--- config.mk ---
export PLATFORM = sky130hd
export DESIGN_NAME = apdu_command_parser_unit
export DESIGN_NICKNAME = d
export VERILOG_FILES = /design/src/hdl/apdu_pkg.sv /design/src/hdl/apdu_command_parser_unit.sv
export SDC_FILE = /design/constraint.sdc
export NUM_CORES = 1
export LEC_CHECK = 0
export ABC_CLOCK_PERIOD_IN_PS = 10100
export BUFFER_PORTS_ARGS = -buffer_cell sky130_fd_sc_hd__buf_2
export CAP_MARGIN = 20
export CORE_UTILIZATION = 35
export DETAILED_ROUTE_END_ITERATION = 10
export GPL_ROUTABILITY_DRIVEN = 0
export HOLD_SLACK_MARGIN = 0.06
export SKIP_LAST_GASP = 1
export SYNTH_ARGS = -nofsm -noshare
export SYNTH_HDL_FRONTEND = slang
export SYNTH_SLANG_ARGS = --single-unit
--- constraint.sdc ---
create_clock -name clk_i -period 10.1 [get_ports clk_i]
set_input_delay 0 -clock clk_i [delete_from_list [all_inputs] [get_ports clk_i]]
set_output_delay 0 -clock clk_i [all_outputs]
set_load 0.02 [all_outputs]
--- src/hdl/apdu_pkg.sv ---
// Shared constants for the command APDU header and length parser.
package apdu_pkg;

  // Default width of the saturating byte position counter
  localparam int unsigned PositionWidth = 17;

  // Total command lengths that select the APDU case
  localparam int unsigned LenHeaderOnly = 4;
  localparam int unsigned LenShortLe    = 5;
  localparam int unsigned LenShortLcLe  = 6;
  localparam int unsigned LenExtLe      = 7;
  localparam int unsigned LenExtMin     = 8;
  localparam int unsigned LenExtLcLe    = 9;

  // Byte positions of the header and length bytes
  localparam int unsigned PosCla = 0;
  localparam int unsigned PosIns = 1;
  localparam int unsigned PosP1  = 2;
  localparam int unsigned PosP2  = 3;
  localparam int unsigned PosB4  = 4;
  localparam int unsigned PosB5  = 5;
  localparam int unsigned PosB6  = 6;

  // Payload offset codes
  localparam logic [2:0] OffsetNone  = 3'd0;
  localparam logic [2:0] OffsetShort = 3'd5;
  localparam logic [2:0] OffsetExt   = 3'd7;

  // Le values that a zero length field stands for
  localparam logic [16:0] LeShortZero = 17'd256;
  localparam logic [16:0] LeExtZero   = 17'd65536;

endpackage

--- src/hdl/apdu_command_parser_unit.sv ---
// Command APDU parser: collects header and length bytes, reports one result per APDU.
// A result is registered: it appears in the output register in the cycle after its last word is accepted.
// Throughput: one word per cycle; the input stalls only while the output register holds an
// untaken result and the output side is not ready.
// Reset: rst_ni clears the byte position, header and length bytes and the output valid.
// After each last word all parse state returns to zero for the next APDU.
module apdu_command_parser_unit #(
  parameter int unsigned POSITION_WIDTH = apdu_pkg::PositionWidth
) (
  input  logic        clk_i,
  input  logic        rst_ni,
  input  logic        in_valid_i,
  output logic        in_ready_o,
  input  logic [7:0]  data_byte_i,
  input  logic        last_byte_i,
  output logic        out_valid_o,
  input  logic        out_ready_i,
  output logic        status_o,
  output logic [15:0] class_and_instruction_o,
  output logic [7:0]  param_one_o,
  output logic [7:0]  param_two_o,
  output logic [2:0]  payload_offset_o,
  output logic [15:0] payload_length_o,
  output logic [16:0] expected_length_o
);

  // Compare width: holds position plus one and the largest Lc plus nine
  localparam int unsigned CW = (POSITION_WIDTH + 1 > 18) ? POSITION_WIDTH + 1 : 18;
  localparam logic [POSITION_WIDTH-1:0] PosMax = {POSITION_WIDTH{1'b1}};

  logic [POSITION_WIDTH-1:0] pos_q, pos_d;
  logic [15:0] hdr_q, hdr_d;
  logic [7:0]  p1_q, p1_d;
  logic [7:0]  p2_q, p2_d;
  logic [23:0] lb_q, lb_d;
  logic [7:0]  prev_q, prev_d;

  logic        out_valid_q, out_valid_d;
  logic        status_q, status_d;
  logic [15:0] cla_ins_q, cla_ins_d;
  logic [7:0]  par1_q, par1_d;
  logic [7:0]  par2_q, par2_d;
  logic [2:0]  offset_q, offset_d;
  logic [15:0] lc_q, lc_d;
  logic [16:0] le_q, le_d;

  logic          in_fire;
  logic          saturated;
  logic [15:0]   hdr_new;
  logic [7:0]    p1_new;
  logic [7:0]    p2_new;
  logic [23:0]   lb_new;
  logic [7:0]    b4;
  logic [15:0]   b56;
  logic [15:0]   ext_word;
  logic [CW-1:0] len;
  logic          fail;
  logic [2:0]    offset;
  logic [15:0]   lc;
  logic [16:0]   le;

  assign in_ready_o = !out_valid_q || out_ready_i;
  assign in_fire    = in_valid_i && in_ready_o;
  assign saturated  = (pos_q == PosMax);

  // Capture the current word into the header and length fields by position
  always_comb begin
    hdr_new = hdr_q;
    p1_new  = p1_q;
    p2_new  = p2_q;
    lb_new  = lb_q;
    if (pos_q == POSITION_WIDTH'(apdu_pkg::PosCla)) begin
      hdr_new[15:8] = data_byte_i;
    end else if (pos_q == POSITION_WIDTH'(apdu_pkg::PosIns)) begin
      hdr_new[7:0] = data_byte_i;
    end else if (pos_q == POSITION_WIDTH'(apdu_pkg::PosP1)) begin
      p1_new = data_byte_i;
    end else if (pos_q == POSITION_WIDTH'(apdu_pkg::PosP2)) begin
      p2_new = data_byte_i;
    end else if (pos_q == POSITION_WIDTH'(apdu_pkg::PosB4)) begin
      lb_new[23:16] = data_byte_i;
    end else if (pos_q == POSITION_WIDTH'(apdu_pkg::PosB5)) begin
      lb_new[15:8] = data_byte_i;
    end else if (pos_q == POSITION_WIDTH'(apdu_pkg::PosB6)) begin
      lb_new[7:0] = data_byte_i;
    end
  end

  assign b4       = lb_new[23:16];
  assign b56      = lb_new[15:0];
  assign ext_word = {prev_q, data_byte_i};
  assign len      = CW'(pos_q) + CW'(1);

  // Classify the APDU by its total length
  always_comb begin
    fail   = 1'b0;
    offset = apdu_pkg::OffsetNone;
    lc     = 16'd0;
    le     = 17'd0;
    if (saturated || len < CW'(apdu_pkg::LenHeaderOnly)) begin
      fail = 1'b1;
    end else if (len == CW'(apdu_pkg::LenHeaderOnly)) begin
      fail = 1'b0;
    end else if (len == CW'(apdu_pkg::LenShortLe)) begin
      le = (b4 == 8'd0) ? apdu_pkg::LeShortZero : {9'd0, b4};
    end else if (b4 != 8'd0) begin
      lc     = {8'd0, b4};
      offset = apdu_pkg::OffsetShort;
      if (len == CW'(b4) + CW'(apdu_pkg::LenShortLe)) begin
        le = 17'd0;
      end else if (len == CW'(b4) + CW'(apdu_pkg::LenShortLcLe)) begin
        le = (data_byte_i == 8'd0) ? apdu_pkg::LeShortZero : {9'd0, data_byte_i};
      end else begin
        fail = 1'b1;
      end
    end else if (len == CW'(apdu_pkg::LenExtLe)) begin
      le = (b56 == 16'd0) ? apdu_pkg::LeExtZero : {1'b0, b56};
    end else if (len >= CW'(apdu_pkg::LenExtMin)) begin
      lc     = b56;
      offset = apdu_pkg::OffsetExt;
      if (len == CW'(b56) + CW'(apdu_pkg::LenExtLcLe)) begin
        le = (ext_word == 16'd0) ? apdu_pkg::LeExtZero : {1'b0, ext_word};
      end else if (len == CW'(b56) + CW'(apdu_pkg::LenExtLe)) begin
        le = 17'd0;
      end else begin
        fail = 1'b1;
      end
    end else begin
      fail = 1'b1;
    end
  end

  // Advance parse state; clear it after the last word
  always_comb begin
    pos_d  = pos_q;
    hdr_d  = hdr_q;
    p1_d   = p1_q;
    p2_d   = p2_q;
    lb_d   = lb_q;
    prev_d = prev_q;
    if (in_fire) begin
      if (last_byte_i) begin
        pos_d  = '0;
        hdr_d  = 16'd0;
        p1_d   = 8'd0;
        p2_d   = 8'd0;
        lb_d   = 24'd0;
        prev_d = 8'd0;
      end else begin
        pos_d  = saturated ? pos_q : pos_q + POSITION_WIDTH'(1);
        hdr_d  = hdr_new;
        p1_d   = p1_new;
        p2_d   = p2_new;
        lb_d   = lb_new;
        prev_d = data_byte_i;
      end
    end
  end

  // Load the result register on the last word; drop valid once taken
  always_comb begin
    out_valid_d = out_valid_q;
    status_d    = status_q;
    cla_ins_d   = cla_ins_q;
    par1_d      = par1_q;
    par2_d      = par2_q;
    offset_d    = offset_q;
    lc_d        = lc_q;
    le_d        = le_q;
    if (out_valid_q && out_ready_i) begin
      out_valid_d = 1'b0;
    end
    if (in_fire && last_byte_i) begin
      out_valid_d = 1'b1;
      status_d    = fail;
      cla_ins_d   = fail ? 16'd0 : hdr_new;
      par1_d      = fail ? 8'd0 : p1_new;
      par2_d      = fail ? 8'd0 : p2_new;
      offset_d    = fail ? apdu_pkg::OffsetNone : offset;
      lc_d        = fail ? 16'd0 : lc;
      le_d        = fail ? 17'd0 : le;
    end
  end

  // Hold parse state and output valid
  always_ff @(posedge clk_i or negedge rst_ni) begin
    if (!rst_ni) begin
      pos_q       <= '0;
      hdr_q       <= 16'd0;
      p1_q        <= 8'd0;
      p2_q        <= 8'd0;
      lb_q        <= 24'd0;
      prev_q      <= 8'd0;
      out_valid_q <= 1'b0;
    end else begin
      pos_q       <= pos_d;
      hdr_q       <= hdr_d;
      p1_q        <= p1_d;
      p2_q        <= p2_d;
      lb_q        <= lb_d;
      prev_q      <= prev_d;
      out_valid_q <= out_valid_d;
    end
  end

  // Hold result payload
  always_ff @(posedge clk_i) begin
    status_q  <= status_d;
    cla_ins_q <= cla_ins_d;
    par1_q    <= par1_d;
    par2_q    <= par2_d;
    offset_q  <= offset_d;
    lc_q      <= lc_d;
    le_q      <= le_d;
  end

  assign out_valid_o             = out_valid_q;
  assign status_o                = status_q;
  assign class_and_instruction_o = cla_ins_q;
  assign param_one_o             = par1_q;
  assign param_two_o             = par2_q;
  assign payload_offset_o        = offset_q;
  assign payload_length_o        = lc_q;
  assign expected_length_o       = le_q;

endmodule

==> impl_metrics.ini, run 1 <==
[floorplanning]
die_h_um = 173
core_area_um2 = 28800
die_area_um2 = 30100
die_w_um = 173
start_util_pct = 35.8
io_pins = 84
rows = 62

[clocking]
cts-root-buf = clkbuf_16
cts_sinks = 150
cts_tree = yes
htree_levels = 4
cts.path.max_buffers = 2
clock_latency_ns = 0.44
clk_pin_slew_ns = 0.06
cts_setup_buffers = 0
numCtsBuffers = 17

[yosys]
synth_edf_count = 68
syn_area_um2 = 10300
synthFlopType = dfrtp_1
seq_area_frac_synth_pct = 39.8
syn_area_per_cell_um2 = 9.08
synth_most_common_cell = nand2_1
synth.distinct_cells = 80
async_reset_ff_share_pct = 54.7
yosysTopAreaCell = dfrtp_1
synth.top_cell.area_share_pct = 19.9
netlist_instances = 1133
synth_warnings = 0
ys_seq_elements = 150
synth_commonest_cells = 112 x nand2_1, 106 x o21ai_0, 82 x dfrtp_1, 76 x clkbuf_1, 68 x edfxtp_1
syn_nets = 1157
synthTopCellsByArea = dfrtp_1 20%, edfxtp_1 20%, o21ai_0 5.2%

[setup_path]
critical_path_class = reg2reg
crit_arrival_ns = 6.44
critPathCaptureType = flop
cp-start-kind = flop
cp_max_fo = 68
cp.required_ns = 10.34
reg2reg_setup_slack_ns = 3.90

[pwr]
power_mw = 2.00
p_comb_share_pct = 26.7
power_density_nw_per_um2 = 174
p_clk_share_pct = 35.0
power.internal_mw = 1.29
seqPwrFrac_pct = 38.3
sw_frac_of_total_pct = 35.4
leakagePower_nw = 4.35
p_sw_mw = 0.709
peakVddDrop_mv = 0.149

[timing]
holdWs_ns = 0.0638
finClkSkew_ns = 0.0105
finalHoldViolCount = 0
finalSetupViolations = 0
slew-limit-headroom_pct = 22.7
slew_viol_final = 0
fmax_mhz = 161
rsz0062_at_grt = no
worst_slack_ns = 3.90
final.min_clock_period_ns = 6.20
post-route-period-util_pct = 61.4
worst_slew_pin_slew_ns = 1.16
finalSetupTns_ns = 0

[global_route]
grt_antenna_before_repair = 0
grt_pass1_wl_um = 53200
grt_remaining_overflow = 0
gr-usage-all-layers_pct = 22.8
grt_pass1_vias = 8875
grt_max_degree = 69

[detailed_routing]
wirelength_um = 34600
drc = 0
ant_nets = 0
drtPass1Iterations = 8
wl_per_cell_um = 22.4
drt-initial-drc-count = 1412
via_count = 9395
routed_via_density = 6.08

[finish]
drive_above_1_share_pct = 17.2
num-nets-final = 1171
fin_util_pct = 39.9
fill_cells = 2867
antenna_cells = 0
area_growth_pct = 11.6

[placement]
dpl_worst_slack_ns = 4.02
dp_hpwl_um = 23100
port_buffers = 83

[outcome]
outcome = completed

[worst_hold_path]
hold_class = in2async

[run]
drv_cap = 0
## metal layers
metal	up-vias	global-route usage (%)	wire length, um
met2	510	36.0	15900
met1	4520	30.3	14400
met3	99	4.25	2920
met4	0	10.1	1350
li1	4266	-	-
met5	-	0	0
## logic make-up after synthesis
kind of cell,Yosys count,share of synthesized area (%)
buf+inv,131,5.53
compound gates,303,19.4
flops,150,39.8
fa+ha+maj,11,1.34
xor+xnor,60,5.39
mux,55,5.47
simple gates,423,23.1
## final timing paths
check                             from  depth (start not counted)               endpoint
min in group clk_i         last_byte_i                          3                p2_q[0]
min reg2reg                   lb_q[21]                          2               lb_q[21]
max in group asynchronous       rst_ni                          3              hdr_q[13]
max reg2reg                   pos_q[0]                         17  expected_length_o[16]
min                             rst_ni                          2               pos_q[7]
max                           pos_q[0]                         17  expected_length_o[16]
## layout make-up
type	count	area (um^2)	share of cell area (%)
Clock buffer	20	437	3.80
Clock inverter	12	191	1.67
Timing Repair Buffer	98	536	4.66
Multi-Input combinational cell	852	5640	49.1
Sequential cell	150	4090	35.6
Tap cell	384	480	4.18
Inverter	28	105	0.915
## stage by stage
| stage | cell area [um^2] | cells |
|---|---|---|
| after floorplan | 10300 | 1133 |
| after global placement | 10800 | 1510 |
| after detailed placement | 10800 | 1510 |
| after CTS | 11500 | 1544 |
| after global routing | 11500 | 1544 |
| final | 11500 | 1544 |
## critical path: stages (launching register included)
cell and delay, ns:
dfrtp_1 0.51, inv_1 0.13, ha_1 0.28, nor3_1 0.37, and4b_1 0.53, nand2_2 0.37
mux2i_1 0.59, inv_1 0.10, ha_1 0.26, a21oi_1 0.26, nor4_1 0.10, o22ai_1 0.22
xnor2_1 0.14, o2111ai_1 0.11, or4_4 0.58, or3_1 0.53, o2111a_4 0.48, nor4_2 0.41
## placed cells by master, fill, tap and decap left out, types with 32 or more instances in the layout
| cell | instances |
|---|---|
| nand2_1 | 111 |
| o21ai_0 | 106 |
| dfrtp_1 | 82 |
| buf_2 | 82 |
| edfxtp_1 | 68 |
| nor3_1 | 63 |
| nor2_1 | 50 |
| nand3_1 | 48 |
| mux2i_1 | 47 |
| xnor2_1 | 45 |
| a21oi_1 | 39 |
| a22oi_1 | 32 |
## power by group through the flow
stage / combinational, mW / sequential, mW / clock, mW
after CTS: 0.530 / 0.765 / 0.705
after global routing: 0.580 / 0.775 / 0.730
after floorplan: 0.405 / 0.777 / 0
after global placement: 0.521 / 0.773 / 0
final: 0.533 / 0.766 / 0.701
after detailed placement: 0.528 / 0.777 / 0
## sequential cells by signal (all words and copies together), names as in the netlist
signal	count
lb_q	24
expected_length_o	17
pos_q	17
class_and_instruction_o	16
hdr_q	16
payload_length_o	16
p1_q	8
p2_q	8
param_one_o	8
param_two_o	8
prev_q	8
payload_offset_o	2
out_valid_o	1
status_o	1
## timing repair
| item | 4_1_cts | 5_1_grt |
|---|---|---|
| resized for setup | 0 | 0 |
| hold buffers | 2 | 0 |
| endpoints found under the hold margin | 34 | 0 |
Power figures use the tool's default switching activity.
==> run 2: changes to the inputs <==
--- a/config.mk
+++ b/config.mk
@@ -5,7 +5,7 @@
 export SDC_FILE = /design/constraint.sdc
 export NUM_CORES = 1
 export LEC_CHECK = 0
-export ABC_CLOCK_PERIOD_IN_PS = 10100
+export ABC_CLOCK_PERIOD_IN_PS = 5800
 export BUFFER_PORTS_ARGS = -buffer_cell sky130_fd_sc_hd__buf_2
 export CAP_MARGIN = 20
 export CORE_UTILIZATION = 35
==> constraint.sdc (replaced) <==
create_clock -name clk_i -period 5.8 [get_ports clk_i]
set_input_delay 0 -clock clk_i [delete_from_list [all_inputs] [get_ports clk_i]]
set_output_delay 0 -clock clk_i [all_outputs]
set_load 0.02 [all_outputs]
==> run 2 against run 1 <==
  * Total power increased by 71%
  * Critical path depth increased by 2
  * Sequential power increased by 74%
  * Critical endpoint is now expected_length_o[7]
  * Largest power group unchanged
==> impl_metrics.ini, run 2 (same netlist as run 1, synthesis figures left out) <==
[setup_path]
cp.required_ns = 6.04
regToRegEndpoint = expected_length_o[7]
reg2regPathDepth = 19
crit_arrival_ns = 5.61
cp-start-kind = flop
reg2reg_setup_slack_ns = 0.43
critical_path_class = reg2reg
startpoint = pos_q[0]
cp_max_fo = 45
critPathCaptureType = flop
r2r-start = pos_q[0]

[clocking]
htree_levels = 4
numCtsBuffers = 17
cts_tree = yes
cts.path.max_buffers = 2
clk_pin_slew_ns = 0.08
cts_sinks = 150
cts-root-buf = clkbuf_16
clock_latency_ns = 0.43

[timing]
finalHoldViolCount = 0
fmax_mhz = 186
finalSetupViolations = 0
post-route-period-util_pct = 92.5
finClkSkew_ns = 0.0139
worst_slew_pin_slew_ns = 0.985
slew-limit-headroom_pct = 34.3
slew_viol_final = 0
final.min_clock_period_ns = 5.37
holdWs_ns = 0.179

[pwr]
power_mw = 3.42
peakVddDrop_mv = 0.212
leakagePower_nw = 4.44
power_density_nw_per_um2 = 293

[detailed_routing]
routed_via_density = 6.11
drtPass1Iterations = 5
wl_per_cell_um = 22.0
wirelength_um = 34500
via_count = 9568
ant_nets = 0
drc = 0
drt-initial-drc-count = 1248

[global_route]
grt_pass1_vias = 8885
grt_antenna_before_repair = 0
grt_max_degree = 70
grt_pass1_wl_um = 53600
gr-usage-all-layers_pct = 23.0
grt_remaining_overflow = 0

[floorplanning]
core_area_um2 = 28800
start_util_pct = 35.8
die_area_um2 = 30100
die_h_um = 173
die_w_um = 173
rows = 62
io_pins = 84

[finish]
antenna_cells = 0
area_growth_pct = 13.2
largest_reg_flops = 24
largest_register = lb_q
final_common_cell = nand2_1
fin_util_pct = 40.5
mostFrequentLayoutCells = 111 x nand2_1, 106 x o21ai_0, 82 x dfrtp_1, 82 x buf_2, 68 x edfxtp_1
num-nets-final = 1193
fin_cells = 1566
drive_above_1_share_pct = 19.0

[worst_hold_path]
min_to = hdr_q[3]
worstHoldStart = last_byte_i
min_path_cells = 3
hold_class = in2reg

[placement]
dp_hpwl_um = 23800
place_inst = 1530
port_buffers = 83

[outcome]
outcome = completed

[run]
drv_cap = 0
[run 2: changes by cell type in the layout (fill, tap and decap cells not counted), sizes merged]
cell	before	now
inv	32	34
clkinv	3	6
bufinv	4	1
clkbuf	20	18
dlygate4sd3	2	4
buf	96	116
[run 2: how the worst max path moves through the flow]
stage | end | depth (start not counted)
2_1_floorplan | status_o | 22
3_3_place_gp | expected_length_o[8] | 19
3_5_place_dp | expected_length_o[16] | 19
4_1_cts | expected_length_o[16] | 19
5_1_grt | expected_length_o[16] | 19
6_report | expected_length_o[7] | 19
[run 2: cell type report]
type / count / area (um^2)
sequential: 150 / 4090
clock buffer: 18 / 429
fill: 2839 / 17100
inverter: 28 / 105
tap: 384 / 480
clock inverter: 14 / 160
multi-input combinational: 852 / 5650
timing repair buffer: 120 / 722
[run 2: where the power goes]
part / switching, mW / total (mW) / leakage, nW / internal [mW]
clock network: 0.508 / 1.12 / 0.284 / 0.610
logic: 0.660 / 0.963 / 2.40 / 0.304
registers: 0.0951 / 1.33 / 1.76 / 1.24
total: 1.26 / 3.42 / 4.44 / 2.15
[run 2: timing repair]
| item | in CTS | in global routing |
|---|---|---|
| endpoints found under the hold margin | 15 | 0 |
| buffers inserted | 0 | 0 |
| resized for setup | 0 | 3 |
| setup endpoints to repair | 0 | 45 |
| hold buffers | 4 | 0 |
[run 2: metal layers]
| layer | vias to the layer above | global-route usage [%] | share of wire, % |
|---|---|---|---|
| li1 | 4304 | - | - |
| met5 | - | 0 | 0 |
| met3 | 107 | 3.46 | 8.5 |
| met4 | 0 | 11.5 | 4.7 |
| met2 | 529 | 36.0 | 45 |
| met1 | 4628 | 31.0 | 42 |
[run 2: worst max-delay path, cell delays in order, from the launching register on]
cell       delay (ns)
dfrtp_1          0.52
inv_1            0.13
ha_1             0.30
nor3_2           0.26
and4b_1          0.28
nand2_2          0.08
buf_4            0.22
mux2i_1          0.22
inv_1            0.07
ha_1             0.23
a21oi_1          0.27
nor4_2           0.08
o22ai_1          0.21
xnor2_1          0.15
o2111ai_1        0.12
or4_4            0.59
or3_1            0.54
o2111a_4         0.32
buf_6            0.28
a211oi_1         0.29
[run 2: per-stage QoR]
stage	setup TNS (ns)	setup slack [ns]	instance area (um^2)
after floorplan	0	0.628	10300
after global placement	0	0.456	11000
after detailed placement	0	0.271	11000
after CTS	0	0.231	11600
after global routing	-0.0221	-0.0221	11600
final	0	0.434	11600
